<file path="config.mk">
export PLATFORM = sky130hd
export DESIGN_NAME = poly_cell
export DESIGN_NICKNAME = d
export VERILOG_FILES = /design/src/rtl/poly_pkg.sv /design/src/rtl/poly_cell.sv
export SDC_FILE = /design/constraint.sdc
export NUM_CORES = 2
export LEC_CHECK = 0
export BUFFER_PORTS_ARGS = -buffer_cell sky130_fd_sc_hd__buf_2
export CAP_MARGIN = 20
export CORE_ASPECT_RATIO = 2
export CORE_MARGIN = 4
export CORE_UTILIZATION = 50
export CTS_BUF_LIST = sky130_fd_sc_hd__clkbuf_8
export DETAILED_ROUTE_END_ITERATION = 10
export PLACE_DENSITY = 0.78
export SKIP_CTS_REPAIR_TIMING = 1
export SLEW_MARGIN = 20
export SYNTH_ARGS = -nofsm -noshare
export SYNTH_HDL_FRONTEND = slang
export SYNTH_SLANG_ARGS = --single-unit
</file>
<file path="constraint.sdc">
create_clock -name i_clk -period 29 [get_ports i_clk]
set_input_delay 5.8 -clock i_clk [delete_from_list [all_inputs] [get_ports i_clk]]
set_output_delay 5.8 -clock i_clk [all_outputs]
set_load 0.01 [all_outputs]
</file>
<file path="src/rtl/poly_pkg.sv">
`timescale 1ns / 1ps

package poly_pkg;

    // Q16.16 word
    localparam int DATA_W = 32;
    localparam int FRAC_W = 16;

    // full product and post-shift sum widths
    localparam int PROD_W = 2 * DATA_W;
    localparam int SUM_W  = PROD_W - FRAC_W + 1;

    // coefficient bank
    localparam int NUM_COEFS   = 8;
    localparam int COEF_IDX_W  = 3;

    // saturation limits
    localparam logic [DATA_W-1:0] SAT_MAX = {1'b0, {(DATA_W-1){1'b1}}};
    localparam logic [DATA_W-1:0] SAT_MIN = {1'b1, {(DATA_W-1){1'b0}}};

    // word handed from cell to cell
    typedef struct packed {
        logic [DATA_W-1:0] x;
        logic [DATA_W-1:0] acc;
        logic              ovf;
    } t_item;

endpackage

</file>
<file path="src/rtl/poly_cell.sv">
`timescale 1ns / 1ps

// One Horner step: acc <= sat(floor(acc * x / 2^16) + coef).
// Stage A holds the product, stage B the saturated sum.
module poly_cell (
    input  logic                              i_clk,
    input  logic                              i_rst_n,
    input  logic [poly_pkg::DATA_W-1:0]       i_coef,
    input  logic                              i_up_valid,
    output logic                              o_up_ready,
    input  poly_pkg::t_item                   i_up_item,
    output logic                              o_dn_valid,
    input  logic                              i_dn_ready,
    output poly_pkg::t_item                   o_dn_item
);

    localparam int DataW = poly_pkg::DATA_W;
    localparam int FracW = poly_pkg::FRAC_W;
    localparam int ProdW = poly_pkg::PROD_W;
    localparam int SumW  = poly_pkg::SUM_W;

    logic                    r_a_valid;
    logic signed [ProdW-1:0] r_a_prod;
    logic [DataW-1:0]        r_a_x;
    logic                    r_a_ovf;

    logic                    r_b_valid;
    poly_pkg::t_item         r_b_item;

    logic                    w_a_ready;
    logic                    w_b_ready;
    logic signed [ProdW-1:0] w_prod;
    logic signed [SumW-1:0]  w_sum;
    logic                    w_in_range;
    logic [DataW-1:0]        n_acc;
    logic                    n_ovf;

    assign w_b_ready  = !r_b_valid || i_dn_ready;
    assign w_a_ready  = !r_a_valid || w_b_ready;
    assign o_up_ready = w_a_ready;

    // both operands are sign-extended 32-bit values, so the product fits exactly
    assign w_prod = ProdW'($signed(i_up_item.acc)) * ProdW'($signed(i_up_item.x));

    // arithmetic shift drops the low fraction bits: floor towards minus infinity
    assign w_sum = SumW'(r_a_prod >>> FracW) + SumW'($signed(i_coef));

    assign w_in_range = (&w_sum[SumW-1:DataW-1]) || !(|w_sum[SumW-1:DataW-1]);

    always_comb begin
        if (w_in_range) begin
            n_acc = w_sum[DataW-1:0];
            n_ovf = r_a_ovf;
        end else begin
            n_acc = w_sum[SumW-1] ? poly_pkg::SAT_MIN : poly_pkg::SAT_MAX;
            n_ovf = 1'b1;
        end
    end

    always_ff @(posedge i_clk) begin
        if (!i_rst_n) begin
            r_a_valid <= 1'b0;
            r_b_valid <= 1'b0;
        end else begin
            if (w_a_ready) begin
                r_a_valid <= i_up_valid;
            end
            if (w_b_ready) begin
                r_b_valid <= r_a_valid;
            end
        end
    end

    always_ff @(posedge i_clk) begin
        if (i_up_valid && w_a_ready) begin
            r_a_prod <= w_prod;
            r_a_x    <= i_up_item.x;
            r_a_ovf  <= i_up_item.ovf;
        end
        if (r_a_valid && w_b_ready) begin
            r_b_item.x   <= r_a_x;
            r_b_item.acc <= n_acc;
            r_b_item.ovf <= n_ovf;
        end
    end

    assign o_dn_valid = r_b_valid;
    assign o_dn_item  = r_b_item;

endmodule

</file>
==> impl_metrics.env <==
export IMPL_cpMaxStageDelayCell="buf_2"
export IMPL_cp_arrival_ns=14.03
export IMPL_grt_use_total_pct=27.8
export IMPL_endpoint_kind="flop"
export IMPL_synth_avg_cell_area_um2=9.89
export IMPL_wl_per_cell_um=22.5
export IMPL_cap_viol_max_count=0
export IMPL_syn_area_um2=43400
export IMPL_antenna_found_initial=9
export IMPL_synth_enable_flop_cells=146
export IMPL_routed_wl_um=125000
export IMPL_highest_signal_layer="met5"
export IMPL_r2r_slack_ns=24.32
export IMPL_cp_num_buf_inv=4
export IMPL_synth_top_family_by_area="adder cells"
export IMPL_cts_buffer_depth=2
export IMPL_synthMuxAreaShare_pct=0.0952
export IMPL_drive_gt1_share_pct=5.98
export IMPL_path_common_cell="fa_1"
export IMPL_insertion_delay_ns=0.48
export IMPL_clk_pin_slew_ns=0.10
export IMPL_synth_seq_area_share_pct=10.2
export IMPL_crit_end="r_a_prod[63]$_DFFE_PP_"
export IMPL_hp_class="reg -> reg"
export IMPL_synth_fa_ha_area_share_pct=56.5
export IMPL_dp_hpwl_um=100000
export IMPL_rr_worst_depth=13
export IMPL_synthSimpleGateAreaFrac_pct=15.0
export IMPL_final_cell_mix="fa_1 (1,082), inv_1 (965), nand2_1 (550)"
export IMPL_num_io_pins=168
export IMPL_r2r_start="r_a_prod[16]$_DFFE_PP_"
export IMPL_ys_types=86
export IMPL_synthFlopType="edfxtp_1"
export IMPL_ys_ff_latch=148
export IMPL_max_freq_mhz=72.4
export IMPL_status="complete, no violations"
export IMPL_rsz0062_at_grt="false"
export IMPL_die_w_um=216
export IMPL_grt_pass1_wl_um=194000
export IMPL_routed_wl_met2_um=66700
export IMPL_die_h_um=425
export IMPL_drc=0
export IMPL_ys_warn_count=0
export IMPL_slowest_delay_ns=0.64
export IMPL_syn_inst=4388
export IMPL_ant_nets=0
export IMPL_final_common_cell="fa_1"
export IMPL_postSynth_asyncResetShare_pct=0
export IMPL_cts_tree="built"
export IMPL_syn_num_nets=5799
export IMPL_finalSetupViolCount=0
export IMPL_io_buffers=167
export IMPL_timing_critical_path_cells="buf_2 -> nand2_1 -> fa_1 -> fa_1 -> fa_1 -> inv_1 -> fa_1 -> ha_1 -> ha_1 -> inv_1 -> fa_1 -> inv_1 -> fa_1 -> ha_1 -> a21o_1 -> a221o_1 -> a222oi_1 -> nand2_1 -> a32o_1 -> o32ai_2 -> nor4_1 -> o21ai_0 -> and2_1 -> o31ai_1"
export IMPL_cts_made_buffers=17
export IMPL_synth_compound_area_share_pct=5.87
export IMPL_final_setup_skew_ns=0.0341
export IMPL_grt_pass1_vias=36170
export IMPL_required_ns=29.22
export IMPL_area_growth_pct=4.50
export IMPL_synth_xor_xnor_area_share_pct=1.98
export IMPL_period_share_pct=47.6
export IMPL_startpoint_type="primary input"
export IMPL_critPathTopFamily="adder cells"
export IMPL_startpoint="i_up_item[8]"
export IMPL_cts_max_level=4
export IMPL_worst_r2r_endpoint="o_dn_item[15]$_DFFE_PP_"
export IMPL_hold_violations=0
export IMPL_grt_remaining_overflow=0
export IMPL_critPathMaxFanout=32
export IMPL_gp_congestion=0.953
export IMPL_die_area_um2=91800
export IMPL_setup_tns_ns=0
export IMPL_vias=31669
export IMPL_maxSlewHeadroom_pct=35.1
export IMPL_num_rows=152
export IMPL_core_area_um2=86000
export IMPL_worst_pin_slew_ns=0.964
export IMPL_finalCriticalPeriod_ns=13.81
export IMPL_drtIter0Drc=1827
export IMPL_wl_met3_um=7450
export IMPL_cp_depth=24
export IMPL_drt_met1_wl_um=33400
export IMPL_slew_viol_final=0
export IMPL_cts_sinks=148
export IMPL_cts_root_buf="clkbuf_8"
export IMPL_dr_pass1_iters=6
export IMPL_start_util_pct=50.5
export IMPL_crit_type="in -> reg"
export IMPL_num_nets_final=5780
export IMPL_via_per_inst=5.72
export IMPL_grt_max_degree=66
## worst min path at each step
| stage | start | to | slack [ns] | depth (start not counted) |
|---|---|---|---|---|
| 3_3_place_gp | r_a_x[17]$_DFFE_PP_ | o_dn_item[50]$_DFFE_PP_ | 0.40 | 0 |
| 4_1_cts | r_a_x[25]$_DFFE_PP_ | o_dn_item[58]$_DFFE_PP_ | 0.42 | 0 |
| 2_1_floorplan | r_a_x[0]$_DFFE_PP_ | o_dn_item[33]$_DFFE_PP_ | 0.40 | 0 |
| 3_5_place_dp | r_a_x[6]$_DFFE_PP_ | o_dn_item[39]$_DFFE_PP_ | 0.40 | 0 |
| 5_1_grt | r_a_x[25]$_DFFE_PP_ | o_dn_item[58]$_DFFE_PP_ | 0.42 | 0 |
| 6_report | r_a_x[25]$_DFFE_PP_ | o_dn_item[58]$_DFFE_PP_ | 0.42 | 0 |
## synthesized netlist by cell type, drive strengths merged, types with 5 or more instances
cell	n	area [um2]
a21o	45	338
o221ai	5	43.8
nand2b	16	108
a211oi	11	87.6
clkbuf	203	762
o2111ai	5	61.3
buf	18	126
nor3	25	125
a21boi	9	82.6
a221oi	6	52.6
o31ai	7	62.6
o21ai	58	290
nand2	550	2060
nor4	8	50.1
o2111a	5	57.6
a21oi	113	614
xor2	40	350
a31oi	9	68.8
nand3	19	95.1
and3	15	93.8
o21bai	18	146
and2	523	3270
o211ai	13	103
inv	965	3620
o21a	9	67.6
xnor2	58	508
or3	6	42.5
nor2b	10	62.6
nand4	22	153
ha	228	2850
nor2	75	282
edfxtp	146	4380
fa	1082	21700
## kinds of logic after synthesis
logic type | after synthesis
AO/OA/AOI/OAI | 355
XOR/XNOR | 98
adder cells (fa/ha/maj) | 1310
buffers and inverters | 1186
flip-flops | 148
multiplexers | 4
AND/OR/NAND/NOR | 1287
## metal layers
layer / track usage (%) / vias to the layer above
met5: 0 / -
met2: 51.0 / 1587
met1: 24.6 / 16210
li1: - / 13055
met3: 4.13 / 809
met4: 28.6 / 8
## state kept, by name, summed over array words and instances (netlist names)
register	cells
r_a_prod	48
r_a_valid	1
o_dn_item	65
r_a_ovf	1
r_a_x	32
o_dn_valid	1
## final cells by class
cell class                 count  area (um2)
antenna                        3        7.51
clock buffer                  17         234
clock inverter                15         186
fill                        7590       40600
inverter                     965        3620
multi-input combinational   3054       34500
sequential                   148        4420
tap                         1155        1450
timing repair buffer         183         956
## per-stage QoR
stage / worst slack (ns) / instance area (um2) / utilization [%] / hold WS, ns / cells
after floorplan: 15.92 / 43400 / - / 0.400 / 4388
after global placement: 14.90 / 44900 / 52.2 / 0.402 / 5505
after detailed placement: 14.77 / 44900 / 52.2 / 0.405 / 5505
final: 15.19 / 45300 / 52.7 / 0.418 / 5540
after global routing: 14.75 / 45300 / 52.7 / 0.422 / 5537
after CTS: 15.25 / 45300 / 52.7 / 0.415 / 5537
## worst reg2reg max path: stages (launching register included)
cell	delay, ns
edfxtp_1	0.36
ha_1	0.20
inv_1	0.07
fa_1	0.40
nand2b_1	0.20
a21oi_2	0.25
o41ai_4	0.16
o311ai_2	0.61
a21boi_0	0.25
xnor2_1	0.22
nor4_1	0.48
o2111ai_4	0.31
o21bai_4	0.68
o31ai_1	0.20
Power is left out: the tool's default activity adds up to more than one toggle a clock period on the data nets, which glitch-free logic cannot reach.
